--- config.mk ---
export PLATFORM = sky130hd
export DESIGN_NAME = lifo_stack_with_depth_access
export DESIGN_NICKNAME = d
export VERILOG_FILES = /design/src/rtl/lifo_pkg.sv /design/src/rtl/lifo_ctrl.sv /design/src/rtl/lifo_dp.sv /design/src/rtl/lifo_stack_with_depth_access.sv
export SDC_FILE = /design/constraint.sdc
export NUM_CORES = 1
export LEC_CHECK = 0
export ABC_AREA = 1
export BUFFER_PORTS_ARGS = -buffer_cell sky130_fd_sc_hd__buf_4
export CORE_ASPECT_RATIO = 1.75
export CORE_MARGIN = 2
export CORE_UTILIZATION = 30
export DETAILED_ROUTE_END_ITERATION = 8
export GPL_TIMING_DRIVEN = 0
export PLACE_DENSITY = 0.46
export SETUP_SLACK_MARGIN = 0.4
export SYNTH_ARGS = -nofsm -noshare
export SYNTH_HDL_FRONTEND = slang
export SYNTH_HIERARCHICAL = 1
export SYNTH_SLANG_ARGS = --single-unit
--- constraint.sdc ---
create_clock -name clk -period 10.7 [get_ports clk]
set_input_delay 2.14 -clock clk [delete_from_list [all_inputs] [get_ports clk]]
set_output_delay 2.14 -clock clk [all_outputs]
set_load 0.1 [all_outputs]
--- src/rtl/lifo_pkg.sv ---
package lifo_pkg;

    localparam int DATA_W  = 32;
    localparam int DEPTH_W = 4;
    localparam int COUNT_W = 4;
    localparam int FUNC_W  = 2;
    localparam int STAT_W  = 2;

    typedef enum logic [FUNC_W-1:0] {
        OP_PUSH  = 2'd0,
        OP_POP   = 2'd1,
        OP_READ  = 2'd2,
        OP_WRITE = 2'd3
    } op_t;

    typedef enum logic [STAT_W-1:0] {
        ST_OK        = 2'd0,
        ST_OVERFLOW  = 2'd1,
        ST_UNDERFLOW = 2'd2
    } stat_t;

    typedef enum logic [1:0] {
        S_IDLE,
        S_EXEC,
        S_RESP
    } state_t;

    typedef struct packed {
        logic load;
        logic exec;
    } cmd_t;

endpackage

--- src/rtl/lifo_ctrl.sv ---
module lifo_ctrl
    import lifo_pkg::*;
(
    input  logic clk,
    input  logic rst_n,
    input  logic in_valid,
    input  logic out_ready,
    output logic in_ready,
    output logic out_valid,
    output cmd_t cmd
);

    state_t state_reg;
    state_t state_next;

    always_ff @(posedge clk or negedge rst_n)
    begin
        if (!rst_n)
        begin
            state_reg <= S_IDLE;
        end
        else
        begin
            state_reg <= state_next;
        end
    end

    always_comb
    begin
        state_next = state_reg;
        case (state_reg)
            S_IDLE:
            begin
                if (in_valid)
                begin
                    state_next = S_EXEC;
                end
            end
            S_EXEC:
            begin
                state_next = S_RESP;
            end
            S_RESP:
            begin
                if (out_ready)
                begin
                    state_next = S_IDLE;
                end
            end
            default:
            begin
                state_next = S_IDLE;
            end
        endcase
    end

    always_comb
    begin
        in_ready  = 1'b0;
        out_valid = 1'b0;
        cmd       = '0;
        case (state_reg)
            S_IDLE:
            begin
                in_ready = 1'b1;
                cmd.load = in_valid;
            end
            S_EXEC:
            begin
                cmd.exec = 1'b1;
            end
            S_RESP:
            begin
                out_valid = 1'b1;
            end
            default:
            begin
                in_ready = 1'b0;
            end
        endcase
    end

endmodule

--- src/rtl/lifo_dp.sv ---
module lifo_dp
    import lifo_pkg::*;
#(
    parameter int STACK_DEPTH = 8
)
(
    input  logic                clk,
    input  logic                rst_n,
    input  cmd_t                cmd,
    input  op_t                 func,
    input  logic [DATA_W-1:0]   value,
    input  logic [DEPTH_W-1:0]  depth,
    output logic [DATA_W-1:0]   data,
    output stat_t               status,
    output logic [COUNT_W-1:0]  count
);

    localparam int CW   = $clog2(STACK_DEPTH + 1);
    localparam int AW   = (STACK_DEPTH > 1) ? $clog2(STACK_DEPTH) : 1;
    localparam int CMPW = (CW > DEPTH_W) ? CW : DEPTH_W;

    logic [DATA_W-1:0]  mem [STACK_DEPTH];

    op_t                func_reg;
    logic [DATA_W-1:0]  value_reg;
    logic [DEPTH_W-1:0] depth_reg;

    logic [CW-1:0]      count_reg;
    logic [CW-1:0]      count_next;
    stat_t              status_reg;
    stat_t              status_next;
    logic               rd_ok_reg;
    logic               rd_ok_next;
    logic [DATA_W-1:0]  rd_data_reg;

    logic               wr_en;
    logic [AW-1:0]      addr;
    logic               full;
    logic               empty;
    logic               depth_ok;
    logic [CMPW-1:0]    slot;

    assign full     = (count_reg == CW'(STACK_DEPTH));
    assign empty    = (count_reg == '0);
    assign depth_ok = (depth_reg != '0) && (CMPW'(depth_reg) <= CMPW'(count_reg));
    assign slot     = CMPW'(count_reg) - CMPW'(depth_reg);

    always_ff @(posedge clk)
    begin
        if (cmd.load)
        begin
            func_reg  <= func;
            value_reg <= value;
            depth_reg <= depth;
        end
    end

    always_comb
    begin
        count_next  = count_reg;
        status_next = ST_OK;
        rd_ok_next  = 1'b0;
        wr_en       = 1'b0;
        addr        = count_reg[AW-1:0];
        case (func_reg)
            OP_PUSH:
            begin
                if (full)
                begin
                    status_next = ST_OVERFLOW;
                end
                else
                begin
                    wr_en      = 1'b1;
                    count_next = count_reg + 1'b1;
                end
            end
            OP_POP:
            begin
                if (empty)
                begin
                    status_next = ST_UNDERFLOW;
                end
                else
                begin
                    count_next = count_reg - 1'b1;
                    addr       = count_next[AW-1:0];
                    rd_ok_next = 1'b1;
                end
            end
            OP_READ, OP_WRITE:
            begin
                addr = slot[AW-1:0];
                if (!depth_ok)
                begin
                    status_next = ST_UNDERFLOW;
                end
                else if (func_reg == OP_READ)
                begin
                    rd_ok_next = 1'b1;
                end
                else
                begin
                    wr_en = 1'b1;
                end
            end
            default:
            begin
                status_next = ST_UNDERFLOW;
            end
        endcase
    end

    // single port: one write or one registered read per operation
    always_ff @(posedge clk)
    begin
        if (cmd.exec)
        begin
            if (wr_en)
            begin
                mem[addr] <= value_reg;
            end
            rd_data_reg <= mem[addr];
            status_reg  <= status_next;
            rd_ok_reg   <= rd_ok_next;
        end
    end

    always_ff @(posedge clk or negedge rst_n)
    begin
        if (!rst_n)
        begin
            count_reg <= '0;
        end
        else if (cmd.exec)
        begin
            count_reg <= count_next;
        end
    end

    assign data   = rd_ok_reg ? rd_data_reg : '0;
    assign status = status_reg;
    assign count  = COUNT_W'(count_reg);

endmodule

--- src/rtl/lifo_stack_with_depth_access.sv ---
// Channel | Dir | tdata (low bit up)                      | tuser
// s_axis  | in  | value[31:0], depth[35:32], pad to 40    | func[1:0]
// m_axis  | out | data[31:0], count[35:32], pad to 40     | status[1:0]
//
// One operation at a time: accept in S_IDLE, the stack memory access in
// S_EXEC, then the result beat is offered in S_RESP and held there while
// m_axis_tready stays low. The single memory port with its registered read
// sets the S_EXEC step. Reset empties the stack (count zero); entries
// hold no reset value. s_axis_tready stays low until the result beat is taken.
module lifo_stack_with_depth_access
    import lifo_pkg::*;
#(
    parameter int STACK_DEPTH = 8
)
(
    input  logic        clk,
    input  logic        rst_n,
    input  logic        s_axis_tvalid,
    output logic        s_axis_tready,
    input  logic [39:0] s_axis_tdata,   // value[31:0], depth[35:32], zero pad
    input  logic [1:0]  s_axis_tuser,   // func[1:0]
    output logic        m_axis_tvalid,
    input  logic        m_axis_tready,
    output logic [39:0] m_axis_tdata,   // data[31:0], count[35:32], zero pad
    output logic [1:0]  m_axis_tuser    // status[1:0]
);

    cmd_t               cmd;
    logic [DATA_W-1:0]  data;
    stat_t              status;
    logic [COUNT_W-1:0] count;

    lifo_ctrl u_ctrl (
        .clk       (clk),
        .rst_n     (rst_n),
        .in_valid  (s_axis_tvalid),
        .out_ready (m_axis_tready),
        .in_ready  (s_axis_tready),
        .out_valid (m_axis_tvalid),
        .cmd       (cmd)
    );

    lifo_dp #(
        .STACK_DEPTH (STACK_DEPTH)
    ) u_dp (
        .clk    (clk),
        .rst_n  (rst_n),
        .cmd    (cmd),
        .func   (op_t'(s_axis_tuser)),
        .value  (s_axis_tdata[31:0]),
        .depth  (s_axis_tdata[35:32]),
        .data   (data),
        .status (status),
        .count  (count)
    );

    assign m_axis_tdata = {4'b0000, count, data};
    assign m_axis_tuser = status;

`ifndef SYNTHESIS
    a_one_at_a_time: assert property (@(posedge clk) disable iff (!rst_n)
        !(s_axis_tready && m_axis_tvalid))
        else $error("input taken while a result beat is pending");

    a_result_follows: assert property (@(posedge clk) disable iff (!rst_n)
        (s_axis_tvalid && s_axis_tready) |=> ##1 m_axis_tvalid)
        else $error("result beat not offered two cycles after accept");

    a_error_zero: assert property (@(posedge clk) disable iff (!rst_n)
        (m_axis_tvalid && m_axis_tuser != ST_OK) |-> (m_axis_tdata[31:0] == '0))
        else $error("failed operation returned nonzero data");

    a_overflow_full: assert property (@(posedge clk) disable iff (!rst_n)
        (m_axis_tvalid && m_axis_tuser == ST_OVERFLOW)
            |-> (m_axis_tdata[35:32] == COUNT_W'(STACK_DEPTH)))
        else $error("overflow reported on a stack that is not full");
`endif

endmodule
==> out/qor.csv, run 1 <==
stage;metric;value;unit
timing;maxSlewViolCount;0;
drt;drt_iter0_markers;468;
synthesis;ys_seq_area_frac;0.712;
worst_setup_path;cp.required;8.56;ns
synthesis;syn_inst;1260;
global_routing;grt.overflow.total;0;
drt;dr.pass1.iters;5;
worst_setup_path;crit_type;register to output port;
placed_design;io_buffer_count;81;
synthesis;synth_edf_count;329;
clocking;numCtsBuffers;35;
synthesis;synth.area.top_cells;edfxtp_1 70%, nand2_1 15%, nand3_1 4.9%;
worst_setup_path;cp_max_fo;10;
timing;finalCriticalPeriod;4.49;ns
worst_setup_path;rr_startpoint;u_dp/count[0]$_DFFE_PN0P_;
floorplan;die_area;48800;sq um
worst_setup_path;rrSetupSlack;6.95;ns
clocking;clock_sink_count;335;
synthesis;syn_area_per_cell;11.2;sq um
global_routing;grt_pass1_vias;8988;
floorplan;die-height;291;um
final_layout;multi_input_area;3240;sq um
global_routing;grt_usage;0.150;
worst_setup_path;worstReg2RegEnd;u_dp/mem[5][11]$_DFFE_PP_;
clocking;cts_root_buf;clkbuf_16;
worst_setup_path;ff2ff_path_depth;12;
power_and_ir_drop;p_per_area;303;nW/um^2
final_layout;diodes;0;
drt;vias;8954;
global_routing;grt_pass1_wl;54.3;mm
min_path;min_path_type;register to register;
clocking;clock_path_buffers;3;
drt;routedLengthMet1;13.7;mm
floorplan;rows;105;
final_layout;syn2layout_area_growth;19.8;%
final_layout;layout.nets;1448;
timing;hold_violations;0;
drt;top_layer_used;met4;
timing;whs;0.526;ns
placed_design;dp_worst_setup_slack;6.67;ns
global_routing;grt_max_degree;27;
synthesis;synthTopCellsByCount;548 x nand2_1, 329 x edfxtp_1, 139 x nand3_1, 95 x inv_1, 25 x inv_2;
clocking;post_cts.repair.setup_buffers;0;
drt;routed_wl;36.1;mm
placed_design;place_hpwl;24.2;mm
clocking;cts_tree;built;
synthesis;netlist.area_leader.share;0.701;
synthesis;synth_ff_type;edfxtp_1;
floorplan;core_area;46600;sq um
global_routing;antenna_found_initial;0;
clocking;cts_hold_buf;0;
timing;tns;0;ns
power_and_ir_drop;ir_drop;0.000107;V
floorplan;die_w;168;um
synthesis;synth_most_common_cell;nand2_1;
drt;wl_met2;20.3;mm
synthesis;yosys_warnings;6;
timing;finalSetupViolations;0;
synthesis;netlist-cell-type-count;31;
worst_setup_path;startpoint_type;register;
final_layout;fill_cells;4543;
timing;min_period_over_period;0.420;
worst_setup_path;endpoint;m_axis_tdata[21];
final_layout;post_route_cells_drive_above_1_share;0.175;
timing;worst_slew_pin_slew;0.818;ns
timing;relSlewSlack;0.453;
clocking;clkLatencyLatePin;0.52;ns
synthesis;synth_async_sr_flop_share;0.0179;
drt;routed-wl-met3;1.14;mm
final_layout;area.sequential;10000;sq um
power_and_ir_drop;static-leakage-power;7.04;nW
outcome;outcome;finished clean;
final_layout;utilization;0.362;
drt;viasPerCell;4.46;
synthesis;ys_seq_elements;335;
synthesis;yosys.area.top_type;edfxtp_1;
flow_run;maxCapViolCount;0;
timing;max_freq;0.223;GHz
clocking;ctsResizeCount;0;
final_layout;largest_reg_flops;256;
clocking;clkSlewWorstSetupHoldPaths;0.06;ns
worst_setup_path;cp.arrival;2.35;ns
timing;rsz0062_at_grt;no;
placed_design;gp_congestion;0.758;
worst_setup_path;crit_path_end_kind;output port;
drt;ant_nets;0;
drt;drt-wirelength-per-cell;18.0;um
floorplan;start_util;0.302;
worst_setup_path;startpoint;u_dp/rd_ok_reg$_DFFE_PP_;
drt;drc;0;
synthesis;netlist_area;14100;sq um
clocking;htree_levels;2;
timing;timing.final.ws_setup;6.21;ns
floorplan;pin_count;90;
timing;finClkSkew;0.0175;ns
worst min-delay path by stage:
stage | cells past startpoint | endpoint | slack (ns) | from
floorplan | 1 | u_ctrl/state_reg[0]$_DFFE_PN0P_ | 0.47 | u_ctrl/state_reg[1]$_DFFE_PN0P_
global placement | 1 | u_ctrl/state_reg[0]$_DFFE_PN0P_ | 0.48 | u_ctrl/state_reg[1]$_DFFE_PN0P_
detailed placement | 1 | u_ctrl/state_reg[0]$_DFFE_PN0P_ | 0.51 | u_ctrl/state_reg[1]$_DFFE_PN0P_
CTS | 1 | u_ctrl/state_reg[0]$_DFFE_PN0P_ | 0.53 | u_ctrl/state_reg[1]$_DFFE_PN0P_
global route | 1 | u_ctrl/state_reg[0]$_DFFE_PN0P_ | 0.57 | u_ctrl/state_reg[1]$_DFFE_PN0P_
finish | 1 | u_ctrl/state_reg[0]$_DFFE_PN0P_ | 0.53 | u_ctrl/state_reg[1]$_DFFE_PN0P_
report_power, final:
group	internal [W]	switching [W]	leakage, nW	total (W)
logic	0.000570	0.00155	3.44	0.00212
clock network	0.000691	0.000510	0.533	0.00120
registers	0.00169	0.0000998	3.06	0.00179
total	0.00295	0.00216	7.04	0.00512
cell families after synthesis:
family,after synthesis,share of synthesized area
AND/OR/NAND/NOR,722,0.211
adder cells (fa/ha/maj),8,0.00764
buffers and inverters,181,0.0634
AO/OA/AOI/OAI,11,0.00409
flip-flops,335,0.712
other,1,0.000266
XOR/XNOR,2,0.00124
placed cells by master, fill, tap and decap left out, types with 8 or more instances in the layout:
master	netlist	routed
buf_2	21	21
buf_4	22	103
buf_6	13	17
clkbuf_16	0	36
edfxtp_1	329	329
inv_1	95	94
inv_2	25	26
nand2_1	548	548
nand3_1	139	139
nor2_1	16	8
nor2_4	3	11
per-stage QoR:
step                std cells  power (W)  area [sq um]
finish                   2007    0.00512         16900
global route             2007    0.00543         16900
CTS                      2007    0.00520         16900
detailed placement       1945    0.00399         15800
global placement         1932    0.00395         15400
floorplan                1263    0.00329         14100
layout make-up:
cell class	instances	share of cell area
timing repair buffer	94	0.0511
tap	588	0.0436
clock buffer	40	0.0543
sequential	335	0.594
inverter	120	0.0267
buffer	61	0.0262
clock inverter	22	0.0121
multi-input combinational	747	0.192
per-layer routing:
metal / vias up / track usage
met5: - / 0
met4: 0 / 0.0520
met3: 59 / 0.0173
met2: 183 / 0.295
met1: 4307 / 0.162
li1: 4405 / -
worst max-delay path: stages, from the launching register on:
cell      delay [ns]
edfxtp_1        0.56
clkbuf_1        0.63
nand2_1         0.23
inv_1           0.11
buf_4           0.29
(Power assumes the default switching activity.)
==> inputs of run 2 (changes only) <==
Settings changed: PLACE_DENSITY 0.46 to 0.48.
Clock period 10.7 ns to 3.93 ns, I/O delays scaled along.
==> run 2 against run 1 <==
Global-route usage is 0.082 points lower. Combinational power grew to 2.8 times the previous value. Sequential cell count stayed put. Cell count stayed put. Critical path type is now register to register. Critical endpoint is now u_dp/mem[2][0]$_DFFE_PP_. Largest cell class unchanged. Highest routed layer unchanged.
==> out/qor.csv, run 2 (synthesis gave the netlist of run 1 again) <==
stage;metric;value;unit;change
timing;finalSetupViolations;0;;unchanged
final_layout;fill_cells;4552;;+0.20%
placed_design;placed_area;15600;sq um;-0.92%
worst_setup_path;cp_max_fo;16;;+6
timing;relSlewSlack;0.396;;-0.0569
global_routing;grt_max_degree;33;;+22%
clocking;clock_path_buffers;3;;unchanged
global_routing;grt_usage;0.149;;-0.000823
drt;drc;0;;unchanged
global_routing;grt_pass1_wl;53.8;mm;-0.89%
placed_design;io_buffer_count;81;;unchanged
floorplan;die_area;48800;sq um;unchanged
global_routing;grt.overflow.total;0;;unchanged
floorplan;rows;105;;unchanged
timing;rsz0062_at_grt;yes;;
global_routing;antenna_found_initial;0;;unchanged
worst_setup_path;crit_top_cell;nand2_1;;
final_layout;multi_input_area;3320;sq um;+2.4%
final_layout;area.sequential;10000;sq um;about the same
placed_design;place_hpwl;23.1;mm;-4.4%
worst_setup_path;startpoint;u_dp/count[0]$_DFFE_PN0P_;;
power_and_ir_drop;finalPower;0.0138;W;+170%
worst_setup_path;crit_family;simple AND/OR/NAND/NOR gates;;
worst_setup_path;cp.required;4.07;ns;-4.49 ns
clocking;clock_sink_count;335;;unchanged
clocking;htree_levels;2;;unchanged
drt;drt-wirelength-per-cell;18.6;um;+3.2%
worst_setup_path;worst_path_max_delay_cell;nor2_4;;
worst_setup_path;max_stage_delay;0.58;ns;-0.05 ns
final_layout;layout_common_cells;547 x nand2_1, 329 x edfxtp_1, 139 x nand3_1;;
worst_setup_path;crit_chain;inv_1, ha_1, fa_1, inv_1, nand2_1, nand3_1, nand3_1, nand2_2, nand2_1, inv_2, buf_4, nand2_1, nor2_4;;
drt;dr.pass1.iters;5;;unchanged
min_path;min_path_type;input pin to asynchronous set/reset pin;;
clocking;clkLatencyLatePin;0.52;ns;about the same
worst_setup_path;crit_path_end_kind;register;;
clocking;clkSlewWorstSetupHoldPaths;0.06;ns;about the same
clocking;numCtsBuffers;34;;-2.9%
floorplan;core_area;46600;sq um;unchanged
worst_setup_path;ff2ff_path_depth;13;;+1
global_routing;grt_pass1_vias;8845;;-1.6%
final_layout;post_route_cells_drive_above_1_share;0.173;;-0.00211
worst_setup_path;rrSetupSlack;0.53;ns;-6.42 ns
timing;worst_slew_pin_slew;0.905;ns;+0.0864 ns
worst_setup_path;crit_type;register to register;;
final_layout;layout.nets;1452;;+0.28%
timing;min_period_over_period;0.864;;
power_and_ir_drop;ir_drop;0.000325;V;+200%
floorplan;die_w;168;um;unchanged
power_and_ir_drop;static-leakage-power;6.98;nW;-0.77%
floorplan;pin_count;90;;unchanged
timing;finalCriticalPeriod;3.40;ns;
clocking;cts_tree;built;;
outcome;outcome;finished clean;;
floorplan;start_util;0.302;;unchanged
power_and_ir_drop;p_per_area;820;nW/um^2;+170%
final_layout;utilization;0.361;;-0.00115
clocking;cts_root_buf;clkbuf_16;;
drt;routed_wl;37.3;mm;+3.2%
drt;ant_nets;0;;unchanged
final_layout;largest_reg_flops;256;;unchanged
timing;hold_violations;0;;unchanged
final_layout;diodes;0;;unchanged
timing;finClkSkew;0.0191;ns;+0.00162 ns
drt;viasPerCell;4.50;;+0.89%
worst_setup_path;cp.arrival;3.54;ns;+1.19 ns
final_layout;layout_commonest_cell;nand2_1;;
worst_setup_path;worstReg2RegEnd;u_dp/mem[2][0]$_DFFE_PP_;;
floorplan;die-height;291;um;unchanged
drt;vias;9034;;+0.89%
flow_run;maxCapViolCount;0;;unchanged
drt;drt_iter0_markers;523;;+12%
worst_setup_path;crit_cells;13;;+9
worst_setup_path;rr_startpoint;u_dp/count[0]$_DFFE_PN0P_;;
timing;max_freq;0.294;GHz;
final_layout;fin_area;16800;sq um;-0.32%
worst_setup_path;worst-path-buf-inv;4;;+1
timing;maxSlewViolCount;0;;unchanged
final_layout;syn2layout_area_growth;19.5;%;
placed_design;gp_congestion;0.758;;about the same
worst_setup_path;startpoint_type;register;;
worst_setup_path;endpoint;u_dp/mem[2][0]$_DFFE_PP_;;
## run 2: cell count changes in the layout (fill, tap and decap cells not counted), sizes merged
cell	delta
buf	-1
clkinv	-5
clkinvlp	-4
nor2	+6
bufinv	-2
clkbuf	+6
## run 2: worst min-delay path by stage
| stage | to | cells past startpoint | from |
|---|---|---|---|
| 5_1_grt | u_dp/count[2]$_DFFE_PN0P_ | 1 | rst_n |
| 4_1_cts | u_dp/count[2]$_DFFE_PN0P_ | 1 | rst_n |
| 3_5_place_dp | u_ctrl/state_reg[0]$_DFFE_PN0P_ | 1 | u_ctrl/state_reg[1]$_DFFE_PN0P_ |
| 6_report | u_ctrl/state_reg[1]$_DFFE_PN0P_ | 1 | rst_n |
| 2_1_floorplan | u_ctrl/state_reg[0]$_DFFE_PN0P_ | 0 | rst_n |
| 3_3_place_gp | u_ctrl/state_reg[0]$_DFFE_PN0P_ | 1 | u_ctrl/state_reg[1]$_DFFE_PN0P_ |
## run 2: area by class of cell
class | instances | share of cell area
Clock inverter | 11 | 0.00498
Timing Repair Buffer | 93 | 0.0506
Tap cell | 588 | 0.0437
Buffer | 61 | 0.0263
Inverter | 120 | 0.0268
Clock buffer | 46 | 0.0545
Sequential cell | 335 | 0.596
Multi-Input combinational cell | 753 | 0.197
## run 2: repair_timing
action                                  in CTS  in global routing
endpoints found under the setup margin     192                210
hold buffers                                 0                  0
cloned                                       0                  6
buffers inserted                             0                  7
resized for setup                            0                  7
pin swaps                                    4                  9
## run 2: through the flow
step                hold WS, ns  setup WS [ns]  instances  TNS [ns]
floorplan                 0.489          0.158       1263         0
global placement          0.502          -1.38       1932   -198.88
detailed placement        0.570          0.124       1937         0
CTS                      0.0630          0.144       1994         0
global route             0.0679          0.349       2007         0
finish                   0.0796          0.534       2007         0
## run 2: per-layer routing
metal / share of wire / track usage / up-vias
li1: - / - / 4410
met1: 0.37 / 0.162 / 4351
met2: 0.56 / 0.290 / 209
met3: 0.039 / 0.0180 / 64
met4: 0.031 / 0.0556 / 0
met5: 0 / 0 / -
## run 2: worst reg2reg max path: stages, from the launching register on
cell,delay [ns]
dfrtp_2,0.45
inv_1,0.14
ha_1,0.24
fa_1,0.38
inv_1,0.07
nand2_1,0.04
nand3_1,0.12
nand3_1,0.11
nand2_2,0.16
nand2_1,0.09
inv_2,0.17
buf_4,0.24
nand2_1,0.22
nor2_4,0.58
## run 2: power by group
group / total (W) / switching [W] / internal, W
Sequential: 0.00489 / 0.000277 / 0.00461
Combinational: 0.00588 / 0.00432 / 0.00156
Clock: 0.00303 / 0.00132 / 0.00170
==> inputs of run 3 (changes only) <==
Settings changed: CORE_ASPECT_RATIO 1.75 to 1.1.
==> run 3 against run 2 <==
Combinational power shrank 1%. Highest routed layer unchanged. First-iteration DRC count grew 4.0%. Clock skew shrank 0.0058 ns. Final area grew 0.45%. Core utilization grew 0.25 points. Critical endpoint is now u_dp/mem[6][9]$_DFFE_PP_.
==> out/qor.csv, run 3 (synthesis gave the netlist of run 1 again) <==
stage;metric;value;unit;change
final_layout;layout.nets;1444;;-0.55%
power_and_ir_drop;p_per_area;833;nW/um^2;+1.6%
clocking;clkSlewWorstSetupHoldPaths;0.05;ns;about the same
clocking;cts_root_buf;clkbuf_16;;
clocking;numCtsBuffers;37;;+8.8%
clocking;htree_levels;2;;unchanged
drt;dr.pass1.iters;5;;unchanged
floorplan;die_w;211;um;+26%
global_routing;grt_pass1_vias;8796;;-0.55%
global_routing;grt_usage;0.144;;-0.00451
final_layout;stdcell_count;2011;;+0.20%
timing;finalCriticalPeriod;3.38;ns;-0.0172 ns
power_and_ir_drop;pwr-share-clk;0.240;;+0.021
power_and_ir_drop;p_switching;0.00586;W;-1.0%
timing;timing.final.ws_setup;0.551;ns;+0.0172 ns
timing;finClkSkew;0.0133;ns;-0.00576 ns
worst_setup_path;crit_path_end_kind;register;;
clocking;clock_sink_count;335;;unchanged
drt;drt_iter0_markers;544;;+4.0%
power_and_ir_drop;combPwrFrac;0.413;;-0.013
final_layout;diodes;0;;unchanged
floorplan;die_area;48700;sq um;-0.13%
clocking;cts_hold_buf;0;;unchanged
timing;tns;0;ns;unchanged
flow_run;maxCapViolCount;0;;unchanged
worst_setup_path;cp.arrival;3.52;ns;-0.02 ns
timing;relSlewSlack;0.149;;-0.247
floorplan;core_area;46500;sq um;-0.24%
worst_setup_path;cp_max_fo;32;;+16
timing;max_freq;0.296;GHz;+0.51%
floorplan;die-height;231;um;-20%
floorplan;start_util;0.303;;+0.000739
final_layout;layout_common_cells;543 x nand2_1, 329 x edfxtp_1, 137 x nand3_1;;
drt;drt-wirelength-per-cell;17.2;um;-7.2%
power_and_ir_drop;static-leakage-power;7.04;nW;+0.79%
drt;routed_wl;34.7;mm;-7.0%
placed_design;dp_worst_setup_slack;0.107;ns;-0.0170 ns
drt;ant_nets;0;;unchanged
outcome;outcome;finished clean;;
placed_design;placed_cells;1944;;+0.36%
timing;maxSlewViolCount;0;;unchanged
drt;vias;8890;;-1.6%
global_routing;grt.overflow.total;0;;unchanged
clocking;cts_tree;built;;
final_layout;largest_reg_flops;256;;unchanged
timing;worst_slew_pin_slew;1.27;ns;+0.368 ns
global_routing;antenna_found_initial;0;;unchanged
power_and_ir_drop;sw_frac_of_total;0.416;;-0.0130
final_layout;layout_commonest_cell;nand2_1;;
power_and_ir_drop;internal-power;0.00822;W;+4.4%
global_routing;grt_pass1_wl;52.5;mm;-2.5%
final_layout;post_route_cells_drive_above_1_share;0.177;;+0.00390
drt;drc;0;;unchanged
placed_design;place_hpwl;21.6;mm;-6.3%
worst_setup_path;crit_type;register to register;;
drt;viasPerCell;4.42;;-1.8%
global_routing;grt_max_degree;33;;unchanged
clocking;clkLatencyLatePin;0.53;ns;about the same
clocking;clock_path_buffers;3;;unchanged
placed_design;gp_congestion;0.760;;+0.34%
placed_design;io_buffer_count;81;;unchanged
timing;min_period_over_period;0.860;;-0.00437
floorplan;rows;83;;-21%
min_path;min_path_type;input pin to asynchronous set/reset pin;;
timing;rsz0062_at_grt;yes;;
worst_setup_path;cp.required;4.07;ns;about the same
floorplan;pin_count;90;;unchanged
timing;finalSetupViolations;0;;unchanged
worst_setup_path;startpoint_type;register;;
timing;hold_violations;0;;unchanged
power_and_ir_drop;ir_drop;0.000329;V;+1.2%
final_layout;syn2layout_area_growth;20.0;%;
power_and_ir_drop;pwr-share-seq;0.347;;-0.007
run 3: cell types whose count changed in the layout (fill, tap and decap cells not counted), moves of 4 or more:
cell / before / now
buf_12: 10 / 2
nor2_4: 17 / 12
buf_8: 1 / 5
clkbuf_16: 35 / 39
nand2_1: 547 / 543
run 3: power by group through the flow:
stage,clock (W),combinational [W],sequential (W)
3_5_place_dp,0,0.00580,0.00497
5_1_grt,0.00361,0.00638,0.00495
6_report,0.00338,0.00581,0.00489
3_3_place_gp,0,0.00568,0.00497
4_1_cts,0.00348,0.00582,0.00489
2_1_floorplan,0,0.00394,0.00504
run 3: area by class of cell:
| type | instances | area [sq um] |
|---|---|---|
| buffer | 61 | 464 |
| clock buffer | 50 | 1020 |
| clock inverter | 15 | 146 |
| fill | 4552 | 29600 |
| inverter | 120 | 458 |
| multi-input combinational | 748 | 3310 |
| sequential | 335 | 10000 |
| tap | 595 | 744 |
| timing repair buffer | 87 | 733 |
run 3: routing by layer:
metal | GRT usage | routed length (um) | share of wire
met5 | 0 | 0 | 0
met4 | 0.0537 | 1020 | 0.029
met3 | 0.0214 | 1360 | 0.039
met2 | 0.252 | 17100 | 0.49
met1 | 0.181 | 15200 | 0.44
run 3: metrics by stage:
stage               hold WS [ns]  power [W]  utilization  area [sq um]
floorplan                  0.489    0.00897            -         14200
global placement           0.510     0.0107        0.333         15500
detailed placement         0.561     0.0108        0.336         15600
CTS                       0.0379     0.0142        0.361         16800
global route              0.0495     0.0149        0.363         16900
finish                    0.0599     0.0141        0.363         16900
run 3: what timing repair did:
| item | CTS | global route |
|---|---|---|
| pin swaps | 2 | 6 |
| gates cloned | 1 | 0 |
| endpoints found under the setup margin | 192 | 210 |
| buffers inserted | 0 | 1 |
| resized for setup | 0 | 29 |
run 3: final timing paths:
check	endpoint	slack [ns]	start	cells past startpoint
setup / recovery	u_dp/mem[6][9]$_DFFE_PP_	0.55	u_dp/count[0]$_DFFE_PN0P_	12
hold / removal	u_ctrl/state_reg[0]$_DFFE_PN0P_	0.06	rst_n	1
setup reg to reg	u_dp/mem[6][9]$_DFFE_PP_	0.55	u_dp/count[0]$_DFFE_PN0P_	12
hold reg to reg	u_ctrl/state_reg[0]$_DFFE_PN0P_	0.56	u_ctrl/state_reg[1]$_DFFE_PN0P_	1
max in group asynchronous	u_dp/count[2]$_DFFE_PN0P_	3.75	rst_n	1
min in group clk	u_dp/value_reg[18]$_DFFE_PP_	0.43	s_axis_tdata[18]	1
run 3: worst max-delay path, stage by stage (launching register included):
cell and delay, ns:
dfrtp_2 0.47, inv_4 0.08, ha_4 0.16, fa_1 0.42, or2_0 0.20, nand2_1 0.08
inv_2 0.05, nand2_4 0.09, inv_2 0.07, nor2_8 0.18, buf_8 0.18, nand2_1 0.10
nor2_4 0.90
